### config.mk
export PLATFORM = sky130hd
export DESIGN_NAME = annexb_to_avc_config_record
export DESIGN_NICKNAME = d
export VERILOG_FILES = /design/src/rtl/avccfg_pkg.sv /design/src/rtl/avccfg_ram.sv /design/src/rtl/annexb_to_avc_config_record.sv
export SDC_FILE = /design/constraint.sdc
export NUM_CORES = 2
export LEC_CHECK = 0
export ABC_AREA = 1
export BUFFER_PORTS_ARGS = -buffer_cell sky130_fd_sc_hd__buf_2
export CELL_PAD_IN_SITES_DETAIL_PLACEMENT = 0
export CELL_PAD_IN_SITES_GLOBAL_PLACEMENT = 1
export CORE_MARGIN = 2
export CORE_UTILIZATION = 55
export CTS_CLUSTER_SIZE = 12
export DETAILED_ROUTE_END_ITERATION = 8
export GPL_TIMING_DRIVEN = 1
export PLACE_DENSITY = 0.95
export SLEW_MARGIN = 25
export SYNTH_ARGS = -nofsm -noshare
export SYNTH_HDL_FRONTEND = slang
export SYNTH_SLANG_ARGS = --single-unit
### constraint.sdc
create_clock -name clk -period 9.33 [get_ports clk]
set_input_delay 1.866 -clock clk [delete_from_list [all_inputs] [get_ports clk]]
set_output_delay 1.866 -clock clk [all_outputs]
set_load 0.01 [all_outputs]
### src/rtl/avccfg_pkg.sv
// Shared constants for the FLV AVC sequence header builder.
`default_nettype none
package avccfg_pkg;

  // Result status codes.
  localparam logic [1:0] ST_VALID     = 2'd0;
  localparam logic [1:0] ST_NO_RECORD = 2'd1;
  localparam logic [1:0] ST_NOT_READY = 2'd2;

  // Header constants.
  localparam logic [7:0] HDR_TAG        = 8'h17;
  localparam logic [7:0] CFG_VERSION    = 8'h01;
  localparam logic [7:0] LEN_SIZE_BYTE  = 8'hFF;
  localparam logic [7:0] SPS_COUNT_BYTE = 8'hE1;
  localparam logic [7:0] PPS_COUNT_BYTE = 8'h01;
  localparam logic [7:0] SC_FINAL_BYTE  = 8'h01;

  // NAL unit type field.
  localparam logic [4:0] NAL_TYPE_MASK = 5'h1f;
  localparam logic [4:0] NAL_SPS       = 5'h07;
  localparam logic [4:0] NAL_PPS       = 5'h08;

endpackage
`default_nettype wire

### src/rtl/avccfg_ram.sv
// Generic single-port-write, single-port-read RAM with a registered read.
`default_nettype none
module avccfg_ram #(
  parameter int WIDTH = 8,
  parameter int DEPTH = 256
) (
  input  wire logic                     clk,
  input  wire logic                     we,
  input  wire logic [$clog2(DEPTH)-1:0] waddr,
  input  wire logic [WIDTH-1:0]         wdata,
  input  wire logic [$clog2(DEPTH)-1:0] raddr,
  output logic      [WIDTH-1:0]         rdata
);

  logic [WIDTH-1:0] mem [DEPTH];

  always_ff @(posedge clk) begin
    if (we) begin
      mem[waddr] <= wdata;
    end
    rdata <= mem[raddr];
  end

endmodule
`default_nettype wire

### src/rtl/annexb_to_avc_config_record.sv
// Top level of the FLV AVC sequence header builder.
// Load transactions (action 0) write one Annex-B extradata byte per accepted cycle
// into a BUF_BYTES byte buffer while start codes are tracked on the fly; they
// produce no result. After the byte flagged last_byte, the block steps through
// PH_RD0, PH_RD1, PH_CLS2 and PH_CHECK, classifying the first two units, reading
// their first bytes one at a time through the buffer's single read port, and takes
// no transaction meanwhile. Fetch transactions (action 1) then return the sequence
// header one byte per cycle while the output drains; the read port is kept one byte
// ahead of the fetch index so that buffer bytes come out without a bubble. A fetch
// while loading or after the record is complete returns status 2; a missing SPS or
// PPS, an SPS shorter than four bytes or an overflowing load gives a single status 1
// result. A load after a completed load starts over. Results wait in an output
// register; outside those phases, input is taken when it is empty or draining.
`default_nettype none
module annexb_to_avc_config_record #(
  parameter int BUF_BYTES = 256
) (
  input  wire logic       clk,
  input  wire logic       rst,
  input  wire logic       in_valid,
  output logic            in_ready,
  input  wire logic       action,
  input  wire logic [7:0] data_byte,
  input  wire logic       last_byte,
  output logic            out_valid,
  input  wire logic       out_ready,
  output logic [7:0]      out_byte,
  output logic            out_last,
  output logic [1:0]      status
);

  import avccfg_pkg::*;

  localparam int AW = $clog2(BUF_BYTES);
  localparam int PW = $clog2(BUF_BYTES + 1);
  localparam int EW = PW + 2;

  localparam logic [2:0] PH_LOAD  = 3'd0;
  localparam logic [2:0] PH_RD0   = 3'd1;
  localparam logic [2:0] PH_RD1   = 3'd2;
  localparam logic [2:0] PH_CLS2  = 3'd3;
  localparam logic [2:0] PH_CHECK = 3'd4;
  localparam logic [2:0] PH_EMIT  = 3'd5;
  localparam logic [2:0] PH_ERROR = 3'd6;
  localparam logic [2:0] PH_DONE  = 3'd7;

  logic [2:0]    phase;
  logic [PW-1:0] load_count;
  logic [1:0]    zero_run;
  logic [PW-1:0] pos [3];
  logic [1:0]    scs;
  logic [PW-1:0] sps_lo, sps_hi, pps_lo, pps_hi;
  logic          overflow;
  logic [EW-1:0] emit_index;

  logic          fire, load_fire, fetch_fire, fresh, busy, we, is_sc;
  logic [PW-1:0] cnt_eff;
  logic [1:0]    zr_eff, scs_eff;
  logic [AW-1:0] raddr;
  logic [7:0]    rdata;

  logic [PW-1:0] slen, plen;
  logic [EW-1:0] slen_e, plen_e, total_e, emit_inc, idx_rd, addr_full;
  logic [7:0]    hdr_byte;
  logic [15:0]   slen16, plen16;

  logic          u1_ok, u2_ok, err;
  logic [PW-1:0] u1_end, u2_end;
  logic [4:0]    kind;

  assign busy = (phase == PH_RD0) || (phase == PH_RD1) || (phase == PH_CLS2)
             || (phase == PH_CHECK);
  assign in_ready   = !busy && (!out_valid || out_ready);
  assign fire       = in_valid && in_ready;
  assign load_fire  = fire && !action;
  assign fetch_fire = fire && action;

  // A load arriving after a finished load starts from a cleared state.
  assign fresh   = (phase != PH_LOAD);
  assign cnt_eff = fresh ? '0 : load_count;
  assign zr_eff  = fresh ? 2'd0 : zero_run;
  assign scs_eff = fresh ? 2'd0 : scs;
  assign we      = load_fire && (cnt_eff < PW'(BUF_BYTES));
  assign is_sc   = (data_byte == SC_FINAL_BYTE) && (zr_eff == 2'd3) && (scs_eff < 2'd3);

  assign slen     = sps_hi - sps_lo;
  assign plen     = pps_hi - pps_lo;
  assign slen_e   = EW'(slen);
  assign plen_e   = EW'(plen);
  assign total_e  = EW'(16) + slen_e + plen_e;
  assign emit_inc = emit_index + EW'(1);
  assign slen16   = 16'(slen);
  assign plen16   = 16'(plen);

  // Outside PH_RD0 and PH_RD1 the read port points at the byte needed by the next fetch.
  assign idx_rd = (fetch_fire && phase == PH_EMIT) ? emit_inc : emit_index;

  always_comb begin
    if (idx_rd < EW'(9)) begin
      addr_full = EW'(sps_lo) + idx_rd - EW'(5);
    end else if (idx_rd < EW'(13) + slen_e) begin
      addr_full = EW'(sps_lo) + idx_rd - EW'(13);
    end else begin
      addr_full = EW'(pps_lo) + idx_rd - EW'(16) - slen_e;
    end
  end

  always_comb begin
    unique case (phase)
      PH_RD0:  raddr = pos[0][AW-1:0];
      PH_RD1:  raddr = pos[1][AW-1:0];
      default: raddr = addr_full[AW-1:0];
    endcase
  end

  avccfg_ram #(
    .WIDTH(8),
    .DEPTH(BUF_BYTES)
  ) u_store (
    .clk  (clk),
    .we   (we),
    .waddr(cnt_eff[AW-1:0]),
    .wdata(data_byte),
    .raddr(raddr),
    .rdata(rdata)
  );

  always_comb begin
    if (emit_index == EW'(0)) begin
      hdr_byte = HDR_TAG;
    end else if (emit_index <= EW'(4)) begin
      hdr_byte = 8'h00;
    end else if (emit_index == EW'(5)) begin
      hdr_byte = CFG_VERSION;
    end else if (emit_index <= EW'(8)) begin
      hdr_byte = rdata;
    end else if (emit_index == EW'(9)) begin
      hdr_byte = LEN_SIZE_BYTE;
    end else if (emit_index == EW'(10)) begin
      hdr_byte = SPS_COUNT_BYTE;
    end else if (emit_index == EW'(11)) begin
      hdr_byte = slen16[15:8];
    end else if (emit_index == EW'(12)) begin
      hdr_byte = slen16[7:0];
    end else if (emit_index < EW'(13) + slen_e) begin
      hdr_byte = rdata;
    end else if (emit_index == EW'(13) + slen_e) begin
      hdr_byte = PPS_COUNT_BYTE;
    end else if (emit_index == EW'(14) + slen_e) begin
      hdr_byte = plen16[15:8];
    end else if (emit_index == EW'(15) + slen_e) begin
      hdr_byte = plen16[7:0];
    end else begin
      hdr_byte = rdata;
    end
  end

  // Unit bounds: the byte after each start code, ending four bytes before the next.
  assign u1_end = pos[1] - PW'(4);
  assign u2_end = (scs == 2'd3) ? (pos[2] - PW'(4)) : load_count;
  assign u1_ok  = (scs >= 2'd2) && (pos[0] < u1_end) && (pos[0] < PW'(BUF_BYTES));
  assign u2_ok  = (scs >= 2'd2) && (pos[1] < u2_end) && (pos[1] < PW'(BUF_BYTES));
  assign kind   = rdata[4:0] & NAL_TYPE_MASK;
  assign err    = overflow || (slen < PW'(4)) || (pps_hi == pps_lo);

  always_ff @(posedge clk) begin
    if (rst) begin
      phase      <= PH_LOAD;
      load_count <= '0;
      zero_run   <= '0;
      pos[0]     <= '0;
      pos[1]     <= '0;
      pos[2]     <= '0;
      scs        <= '0;
      sps_lo     <= '0;
      sps_hi     <= '0;
      pps_lo     <= '0;
      pps_hi     <= '0;
      overflow   <= 1'b0;
      emit_index <= '0;
      out_valid  <= 1'b0;
    end else begin
      if (out_valid && out_ready) begin
        out_valid <= 1'b0;
      end
      if (load_fire) begin
        if (fresh) begin
          sps_lo     <= '0;
          sps_hi     <= '0;
          pps_lo     <= '0;
          pps_hi     <= '0;
          emit_index <= '0;
          pos[0]     <= '0;
          pos[1]     <= '0;
          pos[2]     <= '0;
        end
        overflow   <= (!fresh && overflow) || !we;
        load_count <= we ? (cnt_eff + PW'(1)) : cnt_eff;
        if (we) begin
          if (data_byte == 8'h00) begin
            zero_run <= (zr_eff == 2'd3) ? 2'd3 : (zr_eff + 2'd1);
          end else begin
            zero_run <= 2'd0;
          end
          if (is_sc) begin
            pos[scs_eff] <= cnt_eff + PW'(1);
            scs          <= scs_eff + 2'd1;
          end else begin
            scs <= scs_eff;
          end
        end else begin
          zero_run <= zr_eff;
          scs      <= scs_eff;
        end
        phase <= last_byte ? PH_RD0 : PH_LOAD;
      end else if (fetch_fire) begin
        out_valid <= 1'b1;
        out_byte  <= 8'h00;
        out_last  <= 1'b0;
        status    <= ST_NOT_READY;
        if (phase == PH_ERROR) begin
          out_last <= 1'b1;
          status   <= ST_NO_RECORD;
          phase    <= PH_DONE;
        end else if (phase == PH_EMIT) begin
          out_byte   <= hdr_byte;
          status     <= ST_VALID;
          emit_index <= emit_inc;
          if (emit_inc >= total_e) begin
            out_last <= 1'b1;
            phase    <= PH_DONE;
          end
        end
      end else begin
        unique case (phase)
          PH_RD0: begin
            phase <= PH_RD1;
          end
          PH_RD1: begin
            if (u1_ok && kind == NAL_SPS) begin
              sps_lo <= pos[0];
              sps_hi <= u1_end;
            end else if (u1_ok && kind == NAL_PPS) begin
              pps_lo <= pos[0];
              pps_hi <= u1_end;
            end
            phase <= PH_CLS2;
          end
          PH_CLS2: begin
            if (u2_ok && kind == NAL_SPS) begin
              sps_lo <= pos[1];
              sps_hi <= u2_end;
            end else if (u2_ok && kind == NAL_PPS) begin
              pps_lo <= pos[1];
              pps_hi <= u2_end;
            end
            phase <= PH_CHECK;
          end
          PH_CHECK: begin
            phase      <= err ? PH_ERROR : PH_EMIT;
            emit_index <= '0;
          end
          default: begin
          end
        endcase
      end
    end
  end

endmodule
`default_nettype wire

# After elaboration in Yosys (flattened, before gate mapping)
# Memory sizes are Yosys's and may differ from the RTL's. A register that Yosys moved wholly into a read port is not among the register bits.
# Index checks and enable logic that the tools add are counted.
dict set report word_totals {
  ff_bits 76
  ramBits 2075
  input_bits 14
  output_inout_bits 13
  wordCells 222
  mem_count 2
}
dict set report classes {
  addsub 19
  order_cmp 14
  n_eq_ne 32
  mux 90
  n_bitwise 6
  n_reduce_logical 44
}
# memory words width rd rd_ports_with_merged_regs wr line
set mem_list {}
lappend mem_list {u_store.mem 256 8 1 1 1 avccfg_ram.sv:15} ;# logic [WIDTH-1:0] mem [DEPTH];
lappend mem_list {pos 3 9 3 0 3 annexb_to_avc_config_record.sv:50} ;# logic [PW-1:0] pos [3];
# operator count
set op_table {}
lappend op_table {{$mux 9} 28}
lappend op_table {{$mux 8} 11}
lappend op_table {{$mux 11} 7}
lappend op_table {{$pmux 9 s2} 4}
lappend op_table {{$eq 11x4->1 const B} 4}
lappend op_table {{$eq 11x10->1} 3}
lappend op_table {{$add 4x9->10 const A} 3}
lappend op_table {{$lt 9x9->1 const B} 3}
lappend op_table {{$mux 1} 20}
lappend op_table {{$mux 2} 10}
lappend op_table {{$logic_and 1x1->1} 18}
lappend op_table {{$lt 9x9->1} 2}
lappend op_table {{$sub 9x3->9 const B} 2}
lappend op_table {{$sub 9x9->9} 2}
lappend op_table {{$add 8x8->8} 2}
lappend op_table {{$pmux 8 s2} 1}
lappend op_table {{$mux 3} 5}
lappend op_table {{$mux 5} 3}
lappend op_table {{$ne 3x2->1 const B} 5}
lappend op_table {{$pmux 3 s4} 1}
lappend op_table {{$add 10x9->11} 1}
lappend op_table {{$add 11x1->11 const B} 1}
lappend op_table {{$eq 11x3->1 const B} 1}
lappend op_table {{$ge 11x11->1} 1}
lappend op_table {{42 further kinds} 67}

# Longest topological paths before layout
dict set report depth {
  word_depth 16
  ltp_mapped 42
  ltp_nobuf 40
}

# By module
# Synthesis repeated with hierarchy kept, for this count alone.
dict set report hier_totals {
  cells_unflattened 8429
  hier_area_um2 93243.2
}
# mod instances cells_each area_each_um2 seq_area_each_um2
set by_module_without_submodules {}
lappend by_module_without_submodules {avccfg_ram 1 7003 83396.2 61659.1}
lappend by_module_without_submodules {annexb_to_avc_config_record 1 1426 9846.9 2442.3}

# Worst setup path after synthesis
# Ideal clock, no wire load.
dict set report synth_timing {
  kind {input to register}
  startpoint {input port out_ready}
  endpoint {register u_store.rdata[3], read port of u_store.mem}
  setup_ns 0.114
  t_arrival_ns 5.899
  required_ns 9.216
  setup_slack_ns 3.317
  stages 27
  path_buffers 1
  cell_sequence {inv_1 > nand2_1 > nand4_4 > nor2_4 > nand2_2 > buf_6 > nor2_1 > a21oi_2 > fa_1 > inv_1 > ha_1 > ha_1 > inv_1 > fa_1 > o21ai_0 > nand2_1 > nand2_1 > a21oi_1 > xnor2_1 > xor2_1 > xor2_1 > a21oi_1 > a221oi_1 > nor2_1 > inv_1 > nand3_1 > nand2_1}
}
dict set report synth_between {
  elab_chain_len 12
  elab_cells_between_ends 17
  cone_classes {6 x add/sub; 2 x order compare; 4 x mux; 5 x reduce/logical}
}
# item line
set synth_rtl {}
lappend synth_rtl {{start: declaration} annexb_to_avc_config_record.sv:26} ;# input wire logic out_ready,
lappend synth_rtl {{$logic_or 1x1->1 (*)} annexb_to_avc_config_record.sv:73} ;# assign in_ready = !busy && (!out_valid || out_ready);
lappend synth_rtl {{$logic_and 1x1->1 (*)} annexb_to_avc_config_record.sv:73}
lappend synth_rtl {{$logic_and 1x1->1 (*)} annexb_to_avc_config_record.sv:74} ;# assign fire = in_valid && in_ready;
lappend synth_rtl {{$logic_and 1x1->1 (*)} annexb_to_avc_config_record.sv:76} ;# assign fetch_fire = fire && action;
lappend synth_rtl {{$logic_and 1x1->1 (*)} annexb_to_avc_config_record.sv:96} ;# assign idx_rd = (fetch_fire && phase == PH_EMIT) ? emit_inc : emit_index;
lappend synth_rtl {{$mux 11 (*)} annexb_to_avc_config_record.sv:96}
lappend synth_rtl {{$add 8x8->8} annexb_to_avc_config_record.sv:104} ;# addr_full = EW'(pps_lo) + idx_rd - EW'(16) - slen_e;
lappend synth_rtl {{$sub 8x5->8} annexb_to_avc_config_record.sv:104}
lappend synth_rtl {{$sub 8x8->8} annexb_to_avc_config_record.sv:104}
lappend synth_rtl {{$mux 8} annexb_to_avc_config_record.sv:101} ;# end else if (idx_rd < EW'(13) + slen_e) begin
lappend synth_rtl {{$mux 8 (*)} annexb_to_avc_config_record.sv:99} ;# if (idx_rd < EW'(9)) begin
lappend synth_rtl {{$pmux 8 s2 (*)} annexb_to_avc_config_record.sv:109} ;# unique case (phase)
lappend synth_rtl {{end: declaration} avccfg_ram.sv:12} ;# output logic [WIDTH-1:0] rdata
# Every way passes the cells marked *; elsewhere a longest branch is shown, timed or not.
# A chain may end at the register's enable or synchronous reset.

# Final worst setup path
dict set report layout_timing {
  startpoint {register sps_lo[0]}
  endpoint {register u_store.rdata[6], read port of u_store.mem}
}
dict set report layout_between {
  elab_chain_len 6
  elab_cells_between_ends 10
  cone_classes {6 x add/sub; 1 x order compare; 3 x mux}
}
# item line
set layout_rtl {}
lappend layout_rtl {{start: declaration} annexb_to_avc_config_record.sv:52} ;# logic [PW-1:0] sps_lo, sps_hi, pps_lo, pps_hi;
lappend layout_rtl {{start signal: assignment} annexb_to_avc_config_record.sv:241} ;# sps_lo <= pos[0];
lappend layout_rtl {{start signal: assignment} annexb_to_avc_config_record.sv:251} ;# sps_lo <= pos[1];
lappend layout_rtl {{$sub 9x9->9} annexb_to_avc_config_record.sv:86} ;# assign slen = sps_hi - sps_lo;
lappend layout_rtl {{$add 4x9->10} annexb_to_avc_config_record.sv:101}
lappend layout_rtl {{$lt 11x10->1} annexb_to_avc_config_record.sv:101}
lappend layout_rtl {{$mux 8} annexb_to_avc_config_record.sv:101}
lappend layout_rtl {{$mux 8 (*)} annexb_to_avc_config_record.sv:99}
lappend layout_rtl {{$pmux 8 s2 (*)} annexb_to_avc_config_record.sv:109}
# Marked as above.

==> metrics.cfg <==
[run_status]
outcome = complete, no violations

[global_route]
antenna_found_initial = 7
grt_pass1_wl_um = 416000
grt_max_degree = 181
grt_pass1_vias = 67800
overflow = 0
grt_usage_pct = 29.8

[critical_path]
crit_path_end_kind = register
slowest_delay_ps = 640
r2r_start = sps_lo[0]
required_ps = 10100
critPathMostFrequentCell = nand3_1
start_kind = register
critical_path.top_delay_family = simple AND/OR/NAND/NOR gates
cp_max_fo = 75
cp_data_arrival_time_ps = 9060
worstRegToRegCells = 39
path_buf_inv = 7
worstReg2RegEnd = u_store.rdata[6]
crit_cells = 39
worstSetupPathType = register to register
r2r_setup_slack_ps = 1030
cp_slowest_cell = inv_8

[yosys]
yosys.area_share.adder_pct = 1.66
yosys.area_share.simple_pct = 23.3
syn_inst = 9438
synth_xor_area_share_pct = 0.776
ys_seq_elements = 2159
synthArstFlopShare_pct = 0
ys_types = 57
synth_nets = 9577
synth_edf_count = 2086
synthMuxAreaShare_pct = 0
yosys_warnings = 0
postSynth.topFlopCell = edfxtp_1
synth.avg_cell_area_sq_um = 10.5
ys_seq_area_share_pct = 64.7
syn_area_sq_um = 99100
synth_top_family_by_area = simple AND/OR/NAND/NOR gates
synth_compound_area_share_pct = 2.49

[layout]
area_growth_syn_to_layout_pct = 8.18
design_area_sq_um = 107000
fin_nets = 9359
final_layout_size_suffix_gt1_share_pct = 4.81

[clock_network]
postCtsResizedCells = 0
cts_max_level = 4
cts_buffer_depth = 3
cts_tree = built
cts_made_buffers = 212
path_clk_slew_ps = 60
holdBufCountCts = 0
cts-root-buf = clkbuf_16
clk_latency_ps = 880
clkSinkCount = 2159
postCtsSetupBuffers = 0

[sta]
fmax_mhz = 121
rsz0062_at_grt = false
setup_violations = 0
slew_violations = 0
period_needed_ps = 8300
slew-limit-headroom_pct = 18.8
min_period_over_period_pct = 88.9
worstMarginPinSlew_ps = 1210
finalHoldViolCount = 0
fin_worst_skew_ps = 62.6
setup_tns_ps = 0

[min_path]
holdPathStages = 2
hold_class = register to register
holdPathEnd = sps_lo[8]
holdCritStartpoint = sps_lo[8]

[place]
gp_congestion = 0.948
placed_area_sq_um = 101000
port-buffer-count = 26
dpl.hpwl_um = 161000

[floorplan]
die_h_um = 429
die_x_um = 429
initial_core_util_pct = 55.4
coreArea_sq_um = 179000
die_area_sq_um = 184000
io_pins = 27
num_rows = 155

[routing]
ant_nets = 0
wl_per_cell_um = 23.8
vias = 70900
finalWirelength_um = 279000
drc = 0
vias_per_cell = 6.06
drtIter0Drc = 10600
firstDrtPassIters = 7

[job]
max-cap-violations = 0

cell usage in the layout, fill, tap and decap left out, types with 61 or more instances in the layout:
cell type  Yosys  final
edfxtp_1    2086   2086
nand2_1     2009   2003
nand3_1     1874   1866
inv_1       1165   1162
nand3b_1     569    569
nor2_1       393    393
clkbuf_16      0    215
o211ai_1     121    121
a21oi_1      116    115
ha_1         114    114
o21ai_0       95     94
buf_4         25     90
dfxtp_1       73     73
xor2_1        65     65
clkbuf_1     294     61
cell families (layout without fill, tap and decap cells):
| group | count (synthesis) | count (layout) |
|---|---|---|
| AO/OA/AOI/OAI | 397 | 397 |
| XOR/XNOR | 87 | 87 |
| adder cells (fa/ha/maj) | 125 | 125 |
| buffers and inverters | 1751 | 1656 |
| flip-flops | 2159 | 2159 |
| other | 0 | 7 |
| AND/OR/NAND/NOR | 4919 | 4919 |
metrics by stage:
stage | hold WS [ps] | cells | worst slack, ps | util [%]
detailed placement | 445 | 11400 | 1140 | 56.5
global placement | 441 | 11400 | 1130 | 56.5
global route | 478 | 11700 | 670 | 60.0
finish | 455 | 11700 | 1030 | 60.0
floorplan | 432 | 9438 | 3320 | -
CTS | 455 | 11700 | 1330 | 60.0
worst min-delay path: stages, from the launching register on:
cell and delay, ps:
dfxtp_1 320, nand2_1 70, nor2_1 30
final cells by class:
| class | count | area [sq um] |
|---|---|---|
| Fill cell | 13900 | 71600 |
| Sequential cell | 2159 | 64100 |
| Multi-Input combinational cell | 5528 | 28200 |
| Clock buffer | 278 | 5640 |
| Inverter | 1178 | 4450 |
| Tap cell | 2355 | 2950 |
| Timing Repair Buffer | 141 | 1390 |
| Clock inverter | 59 | 498 |
| Antenna cell | 7 | 17.5 |
Yosys cell counts (15+ instances only):
library cell  count  area share, %
dfxtp_1          73            1.5
nor3_1           27           0.14
o21ai_0          95           0.48
xor2_1           65           0.57
nand4_1          15          0.095
inv_1          1165            4.4
nand2_1        2009            7.6
buf_2           193           0.97
buf_4            25           0.19
edfxtp_1       2086             63
buf_1            50           0.19
nor2_1          393            1.5
nand3_1        1874            9.5
o211ai_1        121           0.92
a21oi_1         116           0.59
clkbuf_1        294            1.1
ha_1            114            1.4
nand3b_1        569            4.3
xnor2_1          21           0.19
worst max-delay path by stage:
stage	from	endpoint	slack [ps]
finish	sps_lo[0]	u_store.rdata[6]	1030
detailed placement	out_ready	u_store.rdata[5]	1140
floorplan	out_ready	u_store.rdata[3]	3320
global placement	out_ready	u_store.rdata[5]	1130
CTS	sps_lo[1]	u_store.rdata[5]	1330
global route	sps_lo[1]	u_store.rdata[6]	670
state kept, by name, indices dropped and copies added (netlist names):
register and cells:
sps_lo 9, out_valid 1, emit_index 11, pps_hi 9, u_store.mem 2048, scs 2
sps_hi 9, load_count 9, u_store.rdata 8, phase 3, status 2, overflow 1
pps_lo 9, out_last 1, zero_run 2, pos 27, out_byte 8
per-layer routing:
| metal | part of all wire [%] | up-vias | track usage (%) | wire length [um] |
|---|---|---|---|---|
| met3 | 12 | 784 | 6.88 | 32400 |
| met1 | 38 | 34000 | 39.9 | 105000 |
| met4 | 5.0 | 8 | 14.8 | 14000 |
| met5 | 0.020 | - | 0 | 55 |
| met2 | 46 | 4358 | 45.8 | 127000 |
| li1 | - | 31700 | - | - |
Power is not shown: default switching activity piles up to over one toggle a cycle in this logic, so the estimate is an artifact.
